==> config.mk <==
export PLATFORM = sky130hd
export DESIGN_NAME = serial_tx_with_hex_format_unit
export DESIGN_NICKNAME = d
export VERILOG_FILES = /design/src/rtl/core/stx_pkg.sv /design/src/rtl/core/stx_front.sv /design/src/rtl/core/stx_back.sv /design/src/rtl/core/serial_tx_with_hex_format_unit.sv
export SDC_FILE = /design/constraint.sdc
export NUM_CORES = 1
export LEC_CHECK = 0
export BUFFER_PORTS_ARGS = -buffer_cell sky130_fd_sc_hd__buf_2
export CAP_MARGIN = 5
export CORE_MARGIN = 10
export CORE_UTILIZATION = 35
export CTS_CLUSTER_SIZE = 10
export DETAILED_ROUTE_END_ITERATION = 10
export MAX_ROUTING_LAYER = met4
export PLACE_DENSITY = 0.61
export SYNTH_ARGS = -nofsm -noshare
export SYNTH_HDL_FRONTEND = slang
export SYNTH_SLANG_ARGS = --single-unit
==> constraint.sdc <==
create_clock -name clk -period 5.7 [get_ports clk]
set_clock_uncertainty 0.15 [all_clocks]
set_input_delay 0.285 -clock clk [delete_from_list [all_inputs] [get_ports clk]]
set_output_delay 0.285 -clock clk [all_outputs]
set_load 0.01 [all_outputs]
==> src/rtl/core/stx_pkg.sv <==
package stx_pkg;

  localparam int unsigned CharQDepth = 4;
  localparam int unsigned CharQIdxW  = 2;
  localparam int unsigned CharQCntW  = 3;

  localparam int unsigned CmdDepth   = 4;
  localparam int unsigned CmdIdxW    = 2;
  localparam int unsigned CmdCntW    = 3;

  localparam int unsigned ResDepth   = 2;
  localparam int unsigned ResIdxW    = 1;
  localparam int unsigned ResCntW    = 2;

  localparam logic [1:0] ACT_TICK     = 2'd0;
  localparam logic [1:0] ACT_RAW      = 2'd1;
  localparam logic [1:0] ACT_HEX_BYTE = 2'd2;
  localparam logic [1:0] ACT_HEX_WORD = 2'd3;

  localparam logic [3:0] LastBit  = 4'd9;
  localparam logic [3:0] DataBits = 4'd8;

  localparam logic [7:0] HexZero  = 8'h30;
  localparam logic [7:0] HexA     = 8'h41;
  localparam logic [3:0] HexTen   = 4'd10;

  localparam logic [15:0] BitPeriodReset = 16'd1;

  typedef logic [7:0] char_t;

  typedef struct packed {
    logic [1:0]  action;
    logic [15:0] data;
  } in_t;

  typedef struct packed {
    logic line_level;
    logic busy_res;
    logic accepted;
  } out_t;

  // classified item handed from front to back
  typedef struct packed {
    logic                 send;
    char_t [3:0]          chars;
    logic [CharQCntW-1:0] rest;
  } cmd_t;

  function automatic char_t hex_digit(input logic [3:0] n);
    char_t d;
    if (n < HexTen) begin
      d = HexZero + {4'b0000, n};
    end else begin
      d = HexA + {4'b0000, n - HexTen};
    end
    return d;
  endfunction

endpackage

==> src/rtl/core/stx_front.sv <==
module stx_front import stx_pkg::*; (
  input  logic clk,
  input  logic rst_n,
  input  logic in_push,
  output logic in_full,
  input  in_t  in_item,
  output logic cmd_valid,
  input  logic cmd_take,
  output cmd_t cmd
);

  cmd_t               mem_r [CmdDepth];
  logic [CmdIdxW-1:0] wr_ptr_r, wr_ptr_nxt;
  logic [CmdIdxW-1:0] rd_ptr_r, rd_ptr_nxt;
  logic [CmdCntW-1:0] cnt_r, cnt_nxt;
  logic               wr_en;
  logic               rd_en;
  cmd_t               dec;

  // classify the beat and expand hex digits
  always_comb begin
    dec       = '0;
    dec.send  = (in_item.action != ACT_TICK);
    case (in_item.action)
      ACT_RAW: begin
        dec.chars[0] = in_item.data[7:0];
        dec.rest     = CharQCntW'(0);
      end
      ACT_HEX_BYTE: begin
        dec.chars[0] = hex_digit(in_item.data[7:4]);
        dec.chars[1] = hex_digit(in_item.data[3:0]);
        dec.rest     = CharQCntW'(1);
      end
      ACT_HEX_WORD: begin
        dec.chars[0] = hex_digit(in_item.data[7:4]);
        dec.chars[1] = hex_digit(in_item.data[3:0]);
        dec.chars[2] = hex_digit(in_item.data[15:12]);
        dec.chars[3] = hex_digit(in_item.data[11:8]);
        dec.rest     = CharQCntW'(3);
      end
      default: begin
        dec.rest = CharQCntW'(0);
      end
    endcase
  end

  assign in_full   = (cnt_r == CmdCntW'(CmdDepth));
  assign wr_en     = in_push && !in_full;
  assign cmd_valid = (cnt_r != '0);
  assign rd_en     = cmd_take && cmd_valid;
  assign cmd       = mem_r[rd_ptr_r];

  always_comb begin
    wr_ptr_nxt = wr_en ? wr_ptr_r + CmdIdxW'(1) : wr_ptr_r;
    rd_ptr_nxt = rd_en ? rd_ptr_r + CmdIdxW'(1) : rd_ptr_r;
    cnt_nxt    = cnt_r + CmdCntW'(wr_en) - CmdCntW'(rd_en);
  end

  always_ff @(posedge clk) begin
    if (wr_en) begin
      mem_r[wr_ptr_r] <= dec;
    end
  end

  always_ff @(posedge clk) begin
    if (!rst_n) begin
      wr_ptr_r <= '0;
      rd_ptr_r <= '0;
      cnt_r    <= '0;
    end else begin
      wr_ptr_r <= wr_ptr_nxt;
      rd_ptr_r <= rd_ptr_nxt;
      cnt_r    <= cnt_nxt;
    end
  end

endmodule

==> src/rtl/core/stx_back.sv <==
module stx_back import stx_pkg::*; (
  input  logic        clk,
  input  logic        rst_n,
  input  logic        cfg_we,
  input  logic [15:0] cfg_data,
  input  logic        cmd_valid,
  output logic        cmd_take,
  input  cmd_t        cmd,
  output logic        out_empty,
  input  logic        out_pop,
  output out_t        out_item
);

  logic [15:0]          bit_period_r;
  char_t                chq_r [CharQDepth];
  char_t                chq_nxt [CharQDepth];
  logic [CharQCntW-1:0] qcnt_r, qcnt_nxt;
  logic [CharQIdxW-1:0] head_r, head_nxt;
  char_t                shift_r, shift_nxt;
  logic [3:0]           bitpos_r, bitpos_nxt;
  logic [15:0]          tick_r, tick_nxt;
  logic                 in_frame_r, in_frame_nxt;
  logic                 line_r, line_nxt;

  out_t                 res_mem_r [ResDepth];
  logic [ResIdxW-1:0]   res_wr_r, res_rd_r;
  logic [ResCntW-1:0]   res_cnt_r;
  logic                 res_full;
  logic                 res_pop;
  out_t                 res;

  logic [15:0]          period;
  logic [16:0]          tick_sum;
  logic                 accepted;

  assign res_full  = (res_cnt_r == ResCntW'(ResDepth));
  assign out_empty = (res_cnt_r == '0);
  assign res_pop   = out_pop && !out_empty;
  assign cmd_take  = cmd_valid && !res_full;
  assign out_item  = res_mem_r[res_rd_r];

  assign period   = (bit_period_r == '0) ? 16'd1 : bit_period_r;
  assign tick_sum = {1'b0, tick_r} + 17'd1;

  always_comb begin
    chq_nxt      = chq_r;
    qcnt_nxt     = qcnt_r;
    head_nxt     = head_r;
    shift_nxt    = shift_r;
    bitpos_nxt   = bitpos_r;
    tick_nxt     = tick_r;
    in_frame_nxt = in_frame_r;
    line_nxt     = line_r;
    accepted     = 1'b0;
    if (cmd_take) begin
      if (!cmd.send) begin
        if (in_frame_r) begin
          if (tick_sum >= {1'b0, period}) begin
            tick_nxt = '0;
            if (bitpos_r >= LastBit) begin
              // frame done, start the next waiting char on this tick
              bitpos_nxt = '0;
              if (qcnt_r != '0) begin
                shift_nxt    = chq_r[head_r];
                head_nxt     = head_r + CharQIdxW'(1);
                qcnt_nxt     = qcnt_r - CharQCntW'(1);
                in_frame_nxt = 1'b1;
                line_nxt     = 1'b0;
              end else begin
                in_frame_nxt = 1'b0;
                line_nxt     = 1'b1;
              end
            end else begin
              bitpos_nxt = bitpos_r + 4'd1;
              if (bitpos_r < DataBits) begin
                line_nxt  = shift_r[0];
                shift_nxt = {1'b0, shift_r[7:1]};
              end else begin
                line_nxt = 1'b1;
              end
            end
          end else begin
            tick_nxt = tick_sum[15:0];
          end
        end
      end else if (!in_frame_r && (qcnt_r == '0)) begin
        accepted                           = 1'b1;
        chq_nxt[head_r + CharQIdxW'(1)]    = cmd.chars[1];
        chq_nxt[head_r + CharQIdxW'(2)]    = cmd.chars[2];
        chq_nxt[head_r + CharQIdxW'(3)]    = cmd.chars[3];
        shift_nxt                          = cmd.chars[0];
        head_nxt                           = head_r + CharQIdxW'(1);
        qcnt_nxt                           = cmd.rest;
        in_frame_nxt                       = 1'b1;
        bitpos_nxt                         = '0;
        tick_nxt                           = '0;
        line_nxt                           = 1'b0;
      end
    end
    res.line_level = line_nxt;
    res.busy_res   = in_frame_nxt || (qcnt_nxt != '0);
    res.accepted   = accepted;
  end

  always_ff @(posedge clk) begin
    chq_r <= chq_nxt;
    if (cmd_take) begin
      res_mem_r[res_wr_r] <= res;
    end
  end

  always_ff @(posedge clk) begin
    if (!rst_n) begin
      bit_period_r <= BitPeriodReset;
      qcnt_r       <= '0;
      head_r       <= '0;
      shift_r      <= '0;
      bitpos_r     <= '0;
      tick_r       <= '0;
      in_frame_r   <= 1'b0;
      line_r       <= 1'b1;
      res_wr_r     <= '0;
      res_rd_r     <= '0;
      res_cnt_r    <= '0;
    end else begin
      if (cfg_we) begin
        bit_period_r <= cfg_data;
      end
      qcnt_r     <= qcnt_nxt;
      head_r     <= head_nxt;
      shift_r    <= shift_nxt;
      bitpos_r   <= bitpos_nxt;
      tick_r     <= tick_nxt;
      in_frame_r <= in_frame_nxt;
      line_r     <= line_nxt;
      if (cmd_take) begin
        res_wr_r <= res_wr_r + ResIdxW'(1);
      end
      if (res_pop) begin
        res_rd_r <= res_rd_r + ResIdxW'(1);
      end
      res_cnt_r <= res_cnt_r + ResCntW'(cmd_take) - ResCntW'(res_pop);
    end
  end

endmodule

==> src/rtl/core/serial_tx_with_hex_format_unit.sv <==
// 8N1 serial transmitter with hex formatting. Each input beat (tick, raw byte,
// byte as two hex digits, word as four hex digits) gives exactly one result
// beat with the line level, busy flag and whether a send was taken; a send
// is taken only while no frame runs and no character waits. One beat is
// taken per clock for as long as results are popped: a 4-deep command queue
// sits after the classifier and a 2-deep result queue after the transmitter,
// so a pushed beat passes through the command queue and then the result queue, and each side may stall on its own.
// bit_period is written through cfg_we/cfg_data and holds 1 after reset.
module serial_tx_with_hex_format_unit import stx_pkg::*; (
  input  logic        clk,
  input  logic        rst_n,
  input  logic        in_push,
  output logic        in_full,
  input  in_t         in_item,
  output logic        out_empty,
  input  logic        out_pop,
  output out_t        out_item,
  input  logic        cfg_we,
  input  logic [15:0] cfg_data
);

  logic cmd_valid;
  logic cmd_take;
  cmd_t cmd;

  stx_front u_front (
    .clk       (clk),
    .rst_n     (rst_n),
    .in_push   (in_push),
    .in_full   (in_full),
    .in_item   (in_item),
    .cmd_valid (cmd_valid),
    .cmd_take  (cmd_take),
    .cmd       (cmd)
  );

  stx_back u_back (
    .clk       (clk),
    .rst_n     (rst_n),
    .cfg_we    (cfg_we),
    .cfg_data  (cfg_data),
    .cmd_valid (cmd_valid),
    .cmd_take  (cmd_take),
    .cmd       (cmd),
    .out_empty (out_empty),
    .out_pop   (out_pop),
    .out_item  (out_item)
  );

endmodule

=== After elaboration in Yosys (flattened, before gate mapping) ===
Memory sizes are Yosys's and may differ from the RTL's. A register that Yosys moved wholly into a read port is not among the register bits.
Cells that the tools add are included.

* Memories: 2
* Register bits: 94
* Bits in writable memories: 146
* Word-level logic and storage cells: 178

{| class="wikitable"
|+ Memories
! memory !! depth !! bits a word !! rd ports !! clocked after memory_dff !! write ports !! line !! text
|-
| u_front.mem_r || 4 || 35 || 1 || 1 || 1 || stx_front.sv:12 || <nowiki>cmd_t mem_r [CmdDepth];</nowiki>
|-
| u_back.res_mem_r || 2 || 3 || 1 || 1 || 1 || stx_back.sv:25 || <nowiki>out_t res_mem_r [ResDepth];</nowiki>
|}

* Reduce and logical (&&, ||, !) cells: 31
* Mux-type cells: 76
* Eq/ne operators: 7
* Bitwise operators: 4
* Magnitude comparators: 14
* $add $sub $neg: 26

{| class="wikitable"
|+ Operator list
! operator !! count
|-
| 8-bit two-way mux || 17
|-
| 32-bit bitwise mux || 3
|-
| 16-bit two-way mux || 6
|-
| 8-bit demux with 2-bit select || 3
|-
| 7-bit by 4-bit adder with 8-bit output (first input constant) || 4
|-
| 6-bit by 4-bit adder with 7-bit output (first input constant) || 4
|-
| 1-bit two-way mux || 24
|-
| 3-bit two-way mux || 7
|-
| 4-bit less-than comparator (second input constant) || 5
|-
| 4-bit two-way mux || 5
|-
| 16-bit by 1-bit adder with 17-bit output (second input constant) || 1
|-
| 17-bit by 16-bit >= comparator with 1-bit output || 1
|-
| 8-bit binary-select mux with 2-bit select || 1
|-
| 16-bit zero test || 1
|-
| 2-bit two-way mux || 8
|-
| 8-bit one-hot mux with 2 select lines || 1
|-
| 4-bit subtractor (second input constant) || 4
|-
| 3-bit >= comparator (second input constant) || 4
|-
| 2-bit inverter with 3-bit output || 4
|-
| 6-bit AND reduction || 2
|-
| 3-bit nonzero test || 4
|-
| 2-bit nonzero test || 5
|-
| 3-bit by 1-bit less-than comparator with 1-bit output (second input constant) || 3
|-
| 1-bit logical AND || 8
|-
| other kinds (23) || 33
|}

=== Depth between registers and ports, before layout ===
* Depth in word-level cells: 9
* Mapped depth: 17
* Depth with buffers taken out: 14

=== Hierarchy ===
From an unflattened synthesis, not the netlist that was laid out.

* Cells, all modules: 963
* Area total of the unflattened synthesis: 11418.5 µm²

{| class="wikitable"
|+ Modules (own cells, without submodules)
! module !! sequential area each (µm²) !! instances !! cells an instance !! area an instance (µm²)
|-
| stx_front || 4023.9 || 1 || 334 || 5879.4
|-
| stx_back || 2262.2 || 1 || 629 || 5539.1
|}

=== Worst setup path after synthesis ===
No wires, ideal clock.

* Kind: register to register
* Start: register u_back.tick_r[2]
* End: register u_back.bitpos_r[2]
* Slack: 1.669 ns
* Stages on the path, launching flop included: 16
* Setup time: 0.070 ns
* Arrival time: 3.811 ns
* Required time: 5.480 ns
* Path through: dfxtp_1 nand3_1 or2_2 nor3_1 and2_1 clkbuf_1 nand2_1 xnor2_1 ha_1 and3_4 nand2_2 or4_4 o221ai_4 a31oi_4 or4b_1 a21oi_1

* Longest elaborated chain between the ends: 4

{| class="wikitable"
|+ Ends and longest elaborated chain
! item !! line !! text
|-
| from (decl) || stx_back.sv:21 || <nowiki>logic [15:0] tick_r, tick_nxt;</nowiki>
|-
| from (signal assigned) || stx_back.sv:133 || <nowiki>tick_r <= tick_nxt;</nowiki>
|-
| 16-bit by 1-bit adder with 17-bit output || stx_back.sv:43 || <nowiki>assign tick_sum = {1'b0, tick_r} + 17'd1;</nowiki>
|-
| 17-bit by 16-bit >= comparator with 1-bit output || stx_back.sv:58 || <nowiki>if (tick_sum >= {1'b0, period}) begin</nowiki>
|-
| 2-bit nonzero test (no line) || - ||
|-
| 4-bit AND reduction (no line) || - ||
|-
| to (signal assigned) || stx_back.sv:132 || <nowiki>bitpos_r <= bitpos_nxt;</nowiki>
|-
| to (decl) || stx_back.sv:20 || <nowiki>logic [3:0] bitpos_r, bitpos_nxt;</nowiki>
|}

No other way between the ends.
A chain may end at the register's enable or synchronous reset.

=== Worst setup path in the final report ===
* Start: register u_back.tick_r[2]
* End: register u_back.tick_r[1]

* Longest elaborated chain between the ends: 5

{| class="wikitable"
|+ Ends and longest elaborated chain
! item !! line !! text
|-
| 16-bit by 1-bit adder with 17-bit output || stx_back.sv:43 ||
|-
| 17-bit by 16-bit >= comparator with 1-bit output || stx_back.sv:58 ||
|-
| 16-bit two-way mux || stx_back.sv:58 ||
|-
| 16-bit two-way mux || stx_back.sv:57 || <nowiki>if (in_frame_r) begin</nowiki>
|-
| 16-bit two-way mux || stx_back.sv:56 || <nowiki>if (!cmd.send) begin</nowiki>
|}

No other way between the ends. The select of a mux whose other input is x is not followed.

==> flow_metrics.py <==
metrics = {
    "finish": {
        "nets": 1031,
        "syn2layout_area_growth_pct": 15.5,
        "seq_area_um2": 6290,
        "fin_util_pct": 41.1,
        "n_antenna_cell": 0,
        "drive_gt1_share_pct": 14.8,
        "fillers": 2873,
        "multiInputGateArea_um2": 4330,
    },
    "pwr": {
        "switchingPower_mw": 1.87,
        "power.leakage_nw": 4.61,
        "clkPwrFrac_pct": 28.0,
        "intPower_mw": 3.84,
        "vdd.ir_drop.worst_mv": 0.281,
        "total_power_mw": 5.71,
        "swShare_pct": 32.7,
        "pwr-share-seq_pct": 41.4,
        "powerDensity_nw_per_um2": 451,
        "combPwrFrac_pct": 30.6,
    },
    "detailed_routing": {
        "initialDrtViolationCount": 459,
        "post-route-drc-count": 0,
        "antenna_left": 0,
        "viasPerCell": 5.01,
        "wire_per_inst_um": 16.6,
        "drt_wl_total_um": 22600,
        "drt_pre_antenna_iters": 5,
        "vias": 6817,
    },
    "worst_setup_path": {
        "crit_path_max_fanout": 26,
        "worstPathCellList": "nand3_1 -> or2_2 -> nor3_1 -> and2_1 -> nand2_1 -> xnor2_1 -> ha_1 -> and3_4 -> a221oi_1 -> o311a_1 -> o221ai_4 -> a31oi_4 -> nand2_1 -> a21oi_1",
        "crit_arrival_ps": 4810,
        "crit_required_ps": 6000,
        "worst_setup_path_start_kind": "flop",
        "critPathBufInv": 0,
        "crit_top_cell": "nand2_1",
        "cp_top_family": "simple AND/OR/NAND/NOR gates",
        "slowest_delay_ps": 560,
        "cpMaxStageDelayCell": "a31oi_4",
        "criticalPathCategory": "reg2reg",
        "worstSetupEndpointType": "flop",
    },
    "global_route": {
        "grt_pass1_vias": 6882,
        "overflow": 0,
        "antenna_found_initial": 0,
        "grt_pass1_wl_um": 36500,
        "gr-max-usage-layer": "met2",
        "grt.total_usage_pct": 11.9,
        "grtUsageMet1_pct": 15.3,
        "use_met3_pct": 2.03,
        "grtUsageMet2_pct": 18.7,
        "grt_max_degree": 33,
    },
    "yosys": {
        "yosysUniqueCellTypes": 60,
        "yosys_warnings": 0,
        "ys_seq_area_share_pct": 57.4,
        "synth_flop_cell": "edfxtp_1",
        "syn_nets": 963,
        "avgSynthCellArea_um2": 12.5,
        "synth_most_common_cell": "edfxtp_1",
        "synth_top_area_share_pct": 45.5,
        "yosysTopAreaCell": "edfxtp_1",
        "synth.area.top_cells": "edfxtp_1, dfxtp_1, mux4_2",
        "synth_seq_cells": 231,
        "synthArstFlopShare_pct": 0,
        "ys_top_cells_by_count": "edfxtp_1, nor2_1, nand2_1",
        "synth.cell_area_um2": 11000,
        "synth-edff-count": 166,
        "syn_inst": 875,
    },
    "clocking": {
        "cts_resized": 0,
        "clock_latency_ps": 560,
        "cts_sinks": 231,
        "clk_pin_slew_ps": 60,
        "cts_made_buffers": 28,
        "root_buffer": "clkbuf_16",
        "cts_buffer_depth": 3,
        "cts_tree": "done",
        "htreeDepth": 1,
        "post_cts_buffers": 0,
    },
    "placement": {
        "dp_hpwl_um": 14800,
        "place.gp.congestion": 0.844,
        "port_buffers": 43,
    },
    "floorplanning": {
        "fp.dieH_um": 197,
        "coreArea_um2": 30700,
        "std_cell_rows": 64,
        "dieArea_um2": 38800,
        "die_w_um": 197,
        "start_util_pct": 35.6,
        "io_pins": 44,
    },
    "timing": {
        "final-hold-violation-count": 0,
        "finalSetupTns_ps": 0,
        "period_needed_ps": 4510,
        "finalSetupViolations": 0,
        "slew_headroom_pct": 38.2,
        "worst_pin_slew_ps": 927,
        "rsz0062_at_grt": "false",
        "slew_viol_final": 0,
        "post-route-period-util_pct": 79.1,
        "clock.fmax_mhz": 222,
    },
    "flow_run": {
        "max_cap_viol_count": 0,
    },
    "outcome": {
        "status": "finished clean",
    },
    "min_path": {
        "hold_class": "in2reg",
    },
}
## final timing paths
check               startpoint                   to  slack [ps]  cells past startpoint
max           u_back.tick_r[2]     u_back.tick_r[1]        1190                     14
max reg2reg   u_back.tick_r[2]     u_back.tick_r[1]        1190                     14
min                 in_item[4]  u_front.mem_r[2][6]          60                      3
min reg2reg  u_back.shift_r[1]    u_back.shift_r[1]         330                      2
## metal layers
metal | share of wire (%) | routed length, µm
met1 | 47 | 10600
met4 | 2.2 | 508
met5 | 0 | 0
met2 | 46 | 10400
met3 | 4.5 | 1020
## worst register-to-register path: stages, from the launching register on
cell	delay, ps
dfxtp_1	410
nand3_1	180
or2_2	370
nor3_1	310
and2_1	280
nand2_1	90
xnor2_1	130
ha_1	320
and3_4	190
a221oi_1	310
o311a_1	260
o221ai_4	170
a31oi_4	560
nand2_1	460
a21oi_1	230
## registers in the layout, summed over array words and instances, names as in the netlist, named ones only
register and cells:
u_back.bit_period_r 16, u_back.bitpos_r 4, u_back.chq_r 32, u_back.head_r 2
u_back.in_frame_r 1, u_back.line_r 1, u_back.qcnt_r 3, u_back.res_cnt_r 2
u_back.res_mem_r 6, u_back.res_rd_r 1, u_back.res_wr_r 1, u_back.shift_r 8
u_back.tick_r 16, u_front.cnt_r 3, u_front.mem_r 128, u_front.rd_ptr_r 2
u_front.wr_ptr_r 2
## power by group through the flow
stage	clock network [mW]	registers [mW]	logic, mW
after floorplan	0	2.34	1.32
after global placement	0	2.39	1.73
after detailed placement	0	2.40	1.75
after CTS	1.64	2.37	1.77
after global routing	1.72	2.39	1.94
final	1.60	2.36	1.75
## layout by cell type (no fill, tap or decap), types with 4 or more instances in the layout
cell,netlist,final
edfxtp_1,166,166
nor2_1,95,95
nand2_1,69,69
dfxtp_1,65,64
o21ai_0,50,50
ha_1,48,48
inv_1,46,46
buf_2,6,43
mux4_2,40,40
a21oi_1,33,33
mux2i_1,29,29
a22oi_1,28,28
clkbuf_16,0,28
xnor2_1,27,27
xor2_1,24,24
dlygate4sd3_1,0,24
clkbuf_1,29,20
and2_1,14,14
or3_1,10,10
buf_4,0,10
nor2b_1,9,9
nand3_1,9,9
and3_1,7,7
a31oi_1,5,5
nor3b_1,4,4
nor3_1,4,4
a21o_1,4,4
## logic make-up after synthesis
family / share of synthesized area, %
simple gates: 10.3
flops: 57.4
compound gates: 8.18
buf+inv: 3.15
mux: 11.2
xor+xnor: 4.08
fa+ha+maj: 5.67
## area by class of cell
class | instances | share of cell area, %
inverters | 49 | 1.45
clock inverters | 4 | 0.405
multi-input cells | 556 | 34.2
clock buffers | 48 | 6.13
repair buffers | 77 | 4.19
well taps | 396 | 3.92
flip-flops and latches | 231 | 49.7
## through the flow
stage	worst slack (ps)	area [µm²]	hold WS (ps)	cells
5_1_grt	726	12700	67.5	1361
2_1_floorplan	1670	11000	197	875
3_3_place_gp	1270	11600	310	1285
4_1_cts	1170	12700	28.0	1361
3_5_place_dp	1200	11600	317	1285
6_report	1190	12700	58.7	1361
## timing repair
item                                    4_1_cts  5_1_grt
endpoints found under the setup margin        0        0
hold buffers                                 24        0
hold endpoints to repair                     43        0
Power figures use the tool's default switching activity.
